## config.mk

```make
export PLATFORM = sky130hd
export DESIGN_NAME = upmix_ctrl
export DESIGN_NICKNAME = d
export VERILOG_FILES = /design/src/hdl/upmix_pkg.sv /design/src/hdl/upmix_ctrl.sv
export VERILOG_INCLUDE_DIRS = /design/src /design/src/hdl
export SDC_FILE = /design/constraint.sdc
export NUM_CORES = 1
export LEC_CHECK = 0
export ABC_AREA = 1
export BUFFER_PORTS_ARGS = -buffer_cell sky130_fd_sc_hd__buf_2
export CAP_MARGIN = 0
export CORE_MARGIN = 2
export CORE_UTILIZATION = 56
export CTS_CLUSTER_DIAMETER = 60
export CTS_CLUSTER_SIZE = 24
export DETAILED_ROUTE_END_ITERATION = 7
export HOLD_SLACK_MARGIN = 0.12
export PLACE_DENSITY = 0.81
export SYNTH_ARGS = -nofsm -noshare
export SYNTH_HDL_FRONTEND = slang
export SYNTH_SLANG_ARGS = --single-unit
```

## constraint.sdc

```tcl
create_clock -name clk -period 1.7 [get_ports clk]
set_input_delay 0 -clock clk [delete_from_list [all_inputs] [get_ports clk]]
set_output_delay 0 -clock clk [all_outputs]
set_load 0.01 [all_outputs]
```

## src/hdl/stereo_to_five_channel_upmix_fir_core_macros.svh

```systemverilog
// Assertion macros for the stereo upmix FIR core.
`ifndef STEREO_TO_FIVE_CHANNEL_UPMIX_FIR_CORE_MACROS_SVH
`define STEREO_TO_FIVE_CHANNEL_UPMIX_FIR_CORE_MACROS_SVH

`ifndef ASSERT_OFF
// checked only out of reset; expects clk and rst_n in scope
`define UPMIX_ASSERT(lbl, prop, msg) \
  lbl: assert property (@(posedge clk) disable iff (!rst_n) (prop)) else $error(msg);
// checked at every rising clock edge, also during reset
`define UPMIX_ASSERT_ALWAYS(lbl, prop, msg) \
  lbl: assert property (@(posedge clk) (prop)) else $error(msg);
`else
`define UPMIX_ASSERT(lbl, prop, msg)
`define UPMIX_ASSERT_ALWAYS(lbl, prop, msg)
`endif

`endif

```

## src/hdl/upmix_pkg.sv

```systemverilog
// Shared constants, command type and coefficient table for the upmix core.
package upmix_pkg;

  localparam int TAPS        = 31;
  localparam int CHANNELS    = 5;
  localparam int SAMPLE_BITS = 24;
  localparam int GAIN_BITS   = 16;
  localparam int GAIN_FRAC   = 12;
  localparam int COEF_FRAC   = 23;
  localparam int COEF_BITS   = 24;
  localparam int PROD_BITS   = 2 * SAMPLE_BITS;
  localparam int MIX_ACC_BITS = 41;
  localparam int FIR_ACC_BITS = 53;
  localparam int SAT_LIM     = 8380219;

  localparam int HIST_DEPTH = TAPS * CHANNELS;
  localparam int HIST_AW    = $clog2(HIST_DEPTH);
  localparam int TAP_W      = $clog2(TAPS);
  localparam int CH_W       = $clog2(CHANNELS);
  localparam int CYC_W      = $clog2(TAPS + 5);

  localparam int REG_W      = 32;
  localparam int ADDR_W     = 5;
  localparam int REG_IDX_W  = 3;
  localparam logic [REG_W-1:0] GAIN_RESET = 32'h195C0A18;

  localparam logic [REG_IDX_W-1:0] REG_GAINS_FL  = 3'd0;
  localparam logic [REG_IDX_W-1:0] REG_GAINS_FR  = 3'd1;
  localparam logic [REG_IDX_W-1:0] REG_GAINS_SL  = 3'd2;
  localparam logic [REG_IDX_W-1:0] REG_GAINS_SR  = 3'd3;
  localparam logic [REG_IDX_W-1:0] REG_GAINS_C   = 3'd4;
  localparam logic [REG_IDX_W-1:0] REG_FILTER_EN = 3'd5;

  localparam logic [CH_W-1:0] CH_FL = 3'd0;
  localparam logic [CH_W-1:0] CH_FR = 3'd1;
  localparam logic [CH_W-1:0] CH_SL = 3'd2;
  localparam logic [CH_W-1:0] CH_SR = 3'd3;
  localparam logic [CH_W-1:0] CH_C  = 3'd4;

  localparam int OP_W = 3;
  localparam logic [OP_W-1:0] OP_NONE      = 3'd0;
  localparam logic [OP_W-1:0] OP_MIX_L     = 3'd1;
  localparam logic [OP_W-1:0] OP_MIX_R     = 3'd2;
  localparam logic [OP_W-1:0] OP_TAP_FIRST = 3'd3;
  localparam logic [OP_W-1:0] OP_TAP       = 3'd4;
  localparam logic [OP_W-1:0] OP_TAP_Y     = 3'd5;

  typedef logic [CHANNELS-1:0][REG_W-1:0] gain_bank_t;
  typedef logic [CHANNELS-1:0][SAMPLE_BITS-1:0] chan_vec_t;

  typedef struct packed {
    logic [OP_W-1:0]    op;
    logic [TAP_W-1:0]   tap;
    logic [CH_W-1:0]    ch;
    logic [HIST_AW-1:0] raddr;
    logic               we;
    logic [HIST_AW-1:0] waddr;
    logic               wr_zero;
    logic               ld_in;
    logic               ld_out;
  } upmix_cmd_t;

  function automatic logic signed [COEF_BITS-1:0] coef(input logic [TAP_W-1:0] idx);
    case (idx)
      5'd0:    coef = -24'sd2714;
      5'd1:    coef = 24'sd5150;
      5'd2:    coef = -24'sd8252;
      5'd3:    coef = 24'sd11408;
      5'd4:    coef = -24'sd13179;
      5'd5:    coef = 24'sd10860;
      5'd6:    coef = -24'sd22;
      5'd7:    coef = -24'sd25835;
      5'd8:    coef = 24'sd75265;
      5'd9:    coef = -24'sd158123;
      5'd10:   coef = 24'sd283572;
      5'd11:   coef = -24'sd456275;
      5'd12:   coef = 24'sd670256;
      5'd13:   coef = -24'sd900217;
      5'd14:   coef = 24'sd1090801;
      5'd15:   coef = 24'sd7223215;
      5'd16:   coef = 24'sd1090801;
      5'd17:   coef = -24'sd900217;
      5'd18:   coef = 24'sd670256;
      5'd19:   coef = -24'sd456275;
      5'd20:   coef = 24'sd283572;
      5'd21:   coef = -24'sd158123;
      5'd22:   coef = 24'sd75265;
      5'd23:   coef = -24'sd25835;
      5'd24:   coef = -24'sd22;
      5'd25:   coef = 24'sd10860;
      5'd26:   coef = -24'sd13179;
      5'd27:   coef = 24'sd11408;
      5'd28:   coef = -24'sd8252;
      5'd29:   coef = 24'sd5150;
      5'd30:   coef = -24'sd2714;
      default: coef = '0;
    endcase
  endfunction

  function automatic logic [SAMPLE_BITS-1:0] sat(input logic signed [FIR_ACC_BITS-1:0] v);
    logic signed [FIR_ACC_BITS-1:0] c;
    c = v;
    if (v > SAT_LIM) begin
      c = FIR_ACC_BITS'(SAT_LIM);
    end else if (v < -SAT_LIM) begin
      c = -FIR_ACC_BITS'(SAT_LIM);
    end
    sat = c[SAMPLE_BITS-1:0];
  endfunction

endpackage

```

## src/hdl/upmix_ctrl.sv

```systemverilog
// Sequencer for history clear, per-channel mix and FIR passes, and output handoff.
`include "stereo_to_five_channel_upmix_fir_core_macros.svh"

module upmix_ctrl
  import upmix_pkg::*;
(
  input  logic       clk,
  input  logic       rst_n,
  input  logic       in_valid,
  input  logic       out_stall,
  input  logic       filter_en,
  output logic       in_stall,
  output logic       out_valid,
  output upmix_cmd_t cmd
);

  localparam logic [1:0] ST_CLEAR = 2'd0;
  localparam logic [1:0] ST_IDLE  = 2'd1;
  localparam logic [1:0] ST_RUN   = 2'd2;
  localparam logic [1:0] ST_DONE  = 2'd3;

  localparam logic [CYC_W-1:0] CYC_MIX_R    = CYC_W'(1);
  localparam logic [CYC_W-1:0] CYC_TAP0     = CYC_W'(2);
  localparam logic [CYC_W-1:0] CYC_TAP_LAST = CYC_W'(TAPS);
  localparam logic [CYC_W-1:0] CYC_TAP_Y    = CYC_W'(TAPS + 1);
  localparam logic [CYC_W-1:0] CYC_END_FIR  = CYC_W'(TAPS + 4);
  localparam logic [CYC_W-1:0] CYC_END_MIX  = CYC_W'(4);

  logic [1:0]         state_r, state_nxt;
  logic [HIST_AW-1:0] clr_r, clr_nxt;
  logic [CH_W-1:0]    ch_r, ch_nxt;
  logic [CYC_W-1:0]   cyc_r, cyc_nxt;
  logic [HIST_AW-1:0] base_r, base_nxt;
  logic [TAP_W-1:0]   pos_r, pos_nxt;
  logic [TAP_W-1:0]   wp_r, wp_nxt;
  logic               out_valid_r, out_valid_nxt;
  logic [TAP_W-1:0]   wp_next;
  logic [CYC_W-1:0]   cyc_end;

  assign wp_next   = (wp_r == TAP_W'(TAPS - 1)) ? '0 : wp_r + TAP_W'(1);
  assign cyc_end   = filter_en ? CYC_END_FIR : CYC_END_MIX;
  assign in_stall  = (state_r != ST_IDLE);
  assign out_valid = out_valid_r;

  always_comb begin
    state_nxt     = state_r;
    clr_nxt       = clr_r;
    ch_nxt        = ch_r;
    cyc_nxt       = cyc_r;
    base_nxt      = base_r;
    pos_nxt       = pos_r;
    wp_nxt        = wp_r;
    out_valid_nxt = out_valid_r & out_stall;
    cmd           = '0;
    cmd.op        = OP_NONE;
    cmd.ch        = ch_r;
    cmd.raddr     = base_r + HIST_AW'(pos_r);
    cmd.waddr     = base_r + HIST_AW'(wp_r);

    case (state_r)
      ST_CLEAR: begin
        cmd.we      = 1'b1;
        cmd.wr_zero = 1'b1;
        cmd.waddr   = clr_r;
        if (clr_r == HIST_AW'(HIST_DEPTH - 1)) begin
          state_nxt = ST_IDLE;
        end else begin
          clr_nxt = clr_r + HIST_AW'(1);
        end
      end
      ST_IDLE: begin
        if (in_valid) begin
          cmd.ld_in = 1'b1;
          state_nxt = ST_RUN;
          ch_nxt    = '0;
          cyc_nxt   = '0;
          base_nxt  = '0;
          pos_nxt   = wp_next;
        end
      end
      ST_RUN: begin
        if (cyc_r == '0) begin
          cmd.op = OP_MIX_L;
        end else if (cyc_r == CYC_MIX_R) begin
          cmd.op = OP_MIX_R;
        end else if (filter_en && cyc_r >= CYC_TAP0 && cyc_r <= CYC_TAP_LAST) begin
          cmd.op  = (cyc_r == CYC_TAP0) ? OP_TAP_FIRST : OP_TAP;
          cmd.tap = TAP_W'(cyc_r - CYC_TAP0);
          pos_nxt = (pos_r == TAP_W'(TAPS - 1)) ? '0 : pos_r + TAP_W'(1);
        end else if (filter_en && cyc_r == CYC_TAP_Y) begin
          cmd.op  = OP_TAP_Y;
          cmd.tap = TAP_W'(TAPS - 1);
          cmd.we  = 1'b1;
        end
        if (cyc_r == cyc_end) begin
          cyc_nxt  = '0;
          pos_nxt  = wp_next;
          base_nxt = base_r + HIST_AW'(TAPS);
          ch_nxt   = ch_r + CH_W'(1);
          if (ch_r == CH_W'(CHANNELS - 1)) begin
            state_nxt = ST_DONE;
          end
        end else begin
          cyc_nxt = cyc_r + CYC_W'(1);
        end
      end
      ST_DONE: begin
        if (!out_valid_r || !out_stall) begin
          cmd.ld_out    = 1'b1;
          out_valid_nxt = 1'b1;
          state_nxt     = ST_IDLE;
          if (filter_en) begin
            wp_nxt = wp_next;
          end
        end
      end
      default: begin
        state_nxt = ST_IDLE;
      end
    endcase
  end

  always_ff @(posedge clk) begin
    if (!rst_n) begin
      state_r     <= ST_CLEAR;
      clr_r       <= '0;
      ch_r        <= '0;
      cyc_r       <= '0;
      base_r      <= '0;
      pos_r       <= '0;
      wp_r        <= '0;
      out_valid_r <= 1'b0;
    end else begin
      state_r     <= state_nxt;
      clr_r       <= clr_nxt;
      ch_r        <= ch_nxt;
      cyc_r       <= cyc_nxt;
      base_r      <= base_nxt;
      pos_r       <= pos_nxt;
      wp_r        <= wp_nxt;
      out_valid_r <= out_valid_nxt;
    end
  end

  `UPMIX_ASSERT(a_ldout_sets_valid, cmd.ld_out |=> out_valid_r, "output load lost")
  `UPMIX_ASSERT(a_wp_moves_on_handoff, !cmd.ld_out |=> $stable(wp_r), "write position moved")
  `UPMIX_ASSERT(a_accept_starts_run,
    cmd.ld_in |=> (state_r == ST_RUN && ch_r == '0 && cyc_r == '0), "bad item start")
  `UPMIX_ASSERT(a_run_write_only_newest,
    (state_r == ST_RUN && cmd.we) |-> (cmd.op == OP_TAP_Y && filter_en), "stray history write")

endmodule

```

== Yosys cells after proc, flatten, opt, wreduce, memory -nomap -nowiden ==
Index checks and enable logic that the tools add are counted.

* Bits in registers: 38
* Output and inout bits: 33
* Logic and storage cells: 100

* Add/sub/neg operators: 9
* $lt $le $gt $ge: 2
* Equality and inequality tests: 20
* Muxes and demuxes: 44
* Bitwise logic cells: 2
* Reductions and logical operators: 15

{| class="wikitable"
|+ Operators by type and width
! kind !! number
|-
| $mux W5 || 9
|-
| $mux W8 || 5
|-
| $mux W6 || 3
|-
| $add A8 B5 Y8 || 2
|-
| $pmux W8 S2 || 1
|-
| $mux W3 || 5
|-
| $pmux W6 S2 || 1
|-
| $add A5 B1 Y5 const B || 2
|-
| $eq A5 B5 Y1 const B || 2
|-
| $mux W1 || 10
|-
| $mux W2 || 5
|-
| $ne A2 B2 Y1 const B || 5
|-
| $pmux W5 S2 || 1
|-
| $reduce_and A5 Y1 || 2
|-
| $mux W9 || 1
|-
| $ne A3 B3 Y1 const B || 3
|-
| $add A8 B1 Y8 const B || 1
|-
| $add A8 B5 Y8 const B || 1
|-
| $eq A8 B8 Y1 const B || 1
|-
| $pmux W2 S4 || 1
|-
| $add A6 B1 Y6 const B || 1
|-
| $eq A6 B1 Y1 const B || 1
|-
| $eq A6 B2 Y1 const B || 1
|-
| $eq A6 B6 Y1 || 1
|-
| 21 further kinds || 27
|}

== Longest topological paths before layout ==
* Depth in word-level cells: 8
* Depth in mapped cells: 12
* Depth with buffers taken out: 12

== Worst setup path before layout ==
No wires, ideal clock.

* Path kind: reg2out
* Start: register base_r[0]
* End: output port cmd[18] (netlist name)
* Arrival time: 1.679 ns
* Data required time: 1.700 ns
* Slack: 0.021 ns
* Stages on the path, launching flop included: 8
* Path buffers: 0
* Cell sequence: dfxtp_1 -> ha_1 -> inv_1 -> fa_1 -> o21ai_0 -> a21oi_1 -> nor2_1 -> xor2_1

{| class="wikitable"
|+ RTL lines
! element !! line !! text
|-
| start, declared || upmix_ctrl.sv:33 || <nowiki>logic [HIST_AW-1:0] base_r, base_nxt;</nowiki>
|-
| start signal, assigned || upmix_ctrl.sv:138 || <nowiki>base_r <= base_nxt;</nowiki>
|-
| end, declared || upmix_ctrl.sv:14 || <nowiki>output upmix_cmd_t cmd</nowiki>
|}

==> out/qor.txt <==
CTS Root Cell: clkbuf_8
Die Y-Extent: 77.5 µm
Initial Util: 58.6%
Relative slew margins: 62.3%
register area share after synthesis: 25.1%
Vias/cell: 5.74
total congestion overflow: 0
Syn. warnings: 0
Crit path buffers/inverters: 3
cell breakdown of the critical path: ha_4, inv_2, fa_2, inv_2, nand3_2, nand2_4, nand2_2, nand2_2, nand2_2, nand2_2, nand3_2, o21ai_1, buf_2
first-pass GRT wire length: 14500 µm
cell repeated most along the worst path: nand2_2
failing checks: setup timing
fmax: 505 MHz
MaxCap Viol Count: 0
CTS tree: yes
fin crit share: 117%
Min Hold Slack: 273 ps
DIE AREA: 0.00601 mm²
clk sinks: 38
htree depth: 2
Routed Wire Length: 9580 µm
uppermost layer routed: met4
RSZ-0062 raised after global routing: yes
Max VDD drop: 0.855 mV
Max stage delay on crit path: 380 ps
post-place instance area: 0.00347 mm²
Avg Inst Size Synth: 6.59 µm²
kind of cell adding the most delay to the critical path: simple AND/OR/NAND/NOR gates
Fillers: 351
PortBufs: 37
worst slew pin tran: 565 ps
min cycle time layout: 1980 ps
total CTS buffers: 5
Cell Count Post-Placement: 586
Primary FF master, synth: dfxtp_1
Final WS setup: -281 ps
clock skew: 13.6 ps
EDFF count, synth: 0
Post-Syn Instances: 460
Final Hold Vio Count: 0
Critical Path Start Type: flop
met3 WL post-DR: 788 µm
Worst setup EP type: output port
# IOs: 38
Total Nets Final: 574
Pre-antenna DRT Iters: 5
DRC viols: 0
largest net degree at the start of global routing: 19
gr usage total: 29.8%
HPWL after DPL: 5940 µm
met2 WL: 4520 µm
# setup viols final: 10
library cells used by synthesis: 36
status: complete, but fails checks
final instance area: 0.00406 mm²
Worst Path Class, Setup: reg2out
power per cell area: 1010 mW/mm²
slowest stage cell, crit path: dfxtp_4
FFs w/ async S/R, synth: 0%
Cell Area, Synth: 0.00303 mm²
Post-Syn Nets: 496
Util after Layout: 78.4%
CTS max path bufs: 2
initial drt markers: 264
Worst-path clk slew: 90 ps
P_leak: 1.93 nW
DR WL/cell: 15.7 µm
Skew-Pair Late Insertion Delay: 310 ps
Vias: 3498
#FFs+latches synth: 38
WP data required: 1700 ps
non-filler cells, final: 609
P&R area growth vs syn: 33.9%
site row count: 26
number of routed nets with antenna violations: 0
RePlAce Congestion: 0.913
initial antenna violation count: 0
layout cells sized above 1: 33.8%
Core ar.: 0.00517 mm²
crit-path max FO: 3
ANT cells: 0
M1 WL: 3830 µm
Die Width: 77.5 µm
arrival time worst endpoint: 1980 ps
fin. max-slew vios: 0
hold crit path type: in2reg
vias in the first global route: 3188
==> cell usage in the layout (no fill, tap or decap), types with 3 or more instances in the layout <==
cell type  Yosys  final
nand2_1      101     91
inv_1         54     50
nor2_1        46     43
buf_2          0     37
nand3_1       42     36
a21oi_1       38     34
buf_4          1     31
dfxtp_1       38     21
xor2_1        19     19
o21ai_0       26     16
ha_1          29     15
inv_2          9     12
nand2_2        6     12
dfxtp_2        0     11
o21ai_1        4     10
buf_6          1     10
ha_4           0      9
nand3_2        1      7
nand4_1        6      6
nor3_1         9      6
dfxtp_4        0      6
o21ai_2        1      5
ha_2           0      5
clkbuf_8       0      5
a21oi_2        0      4
nor2_2         1      4
nor3_2         1      4
nand2_4        1      4
a31oi_1        3      3
==> cells by family (layout without fill, tap and decap cells) <==
logic type	Yosys count	count (layout)	synth area share (%)
compound gates	76	76	13.4
xor+xnor	20	20	5.78
fa+ha+maj	31	31	13.3
flops	38	38	25.1
buf+inv	73	152	9.42
simple gates	222	222	33.0
==> power by group <==
| group | internal (mW) | total, mW | switching (mW) |
|---|---|---|---|
| logic | 0.847 | 2.09 | 1.24 |
| registers | 1.04 | 1.21 | 0.174 |
| clock network | 0.433 | 0.798 | 0.366 |
| total | 2.32 | 4.10 | 1.78 |
==> cells in the mapped netlist, drive strengths merged, types with 3 or more instances <==
cell type | instances | share of area (%)
nand2 | 108 | 14
nand3 | 44 | 7.8
dfxtp | 38 | 25
nand4 | 7 | 1.7
clkbuf | 7 | 0.87
inv | 63 | 7.8
nor2 | 49 | 6.7
ha | 29 | 12
a21oi | 38 | 6.3
nor3 | 10 | 1.8
xor2 | 19 | 5.5
a31oi | 3 | 0.62
o21ai | 32 | 5.8
==> through the flow <==
| step | setup TNS, ps | setup slack (ps) | power (mW) |
|---|---|---|---|
| after floorplan | 0 | 21.3 | 2.32 |
| after global placement | 0 | 19.7 | 2.88 |
| after detailed placement | -19.0 | -19.0 | 2.93 |
| after CTS | -677 | -195 | 3.87 |
| after global routing | -2360 | -359 | 4.33 |
| final | -1310 | -281 | 4.10 |
==> area by class of cell <==
cell class	instances	area [µm²]	area share, %
multi-input combinational	349	2260	55.8
timing repair buffer	80	551	13.6
tap	70	87.6	2.16
inverter	64	248	6.11
clock buffer	5	68.8	1.70
sequential	38	797	19.6
clock inverter	3	40.0	0.987
==> worst min-delay path: stages <==
cell and delay (ps):
buf_2 110, o21a_2 260, nand3_1 100, a21oi_1 60
==> timing repair <==
action,CTS,global route
endpoints found under the setup margin,17,37
hold buffers,2,0
gates resized for setup,51,58
hold endpoints to repair,8,0
setup buffers,10,10
pin swaps,10,18
==> worst paths after layout <==
kind                                         endpoint                    start  slack (ps)  cells after the start
worst max-delay path                           cmd[9]   base_r[0]$_SDFFE_PN0P_        -280                     13
worst min-delay path             ch_r[0]$_SDFFE_PN0P_                 in_valid         270                      4
worst max register to register  cyc_r[4]$_SDFFE_PN0P_  state_r[0]$_SDFFE_PN0P_         -10                      8
worst min register to register  clr_r[7]$_SDFFE_PN0P_    clr_r[7]$_SDFFE_PN0P_         490                      2
==> sequential cells by signal (all words and copies together), names as in the netlist <==
| signal | flops |
|---|---|
| cyc_r | 6 |
| clr_r | 8 |
| pos_r | 5 |
| state_r | 2 |
| base_r | 8 |
| ch_r | 3 |
| wp_r | 5 |
| out_valid | 1 |
==> metal layers <==
layer	GRT usage, %	up-vias
li1	-	1653
met1	37.9	1578
met2	47.9	213
met3	5.23	54
met4	16.3	0
met5	0	-
Power figures use the tool's default switching activity.
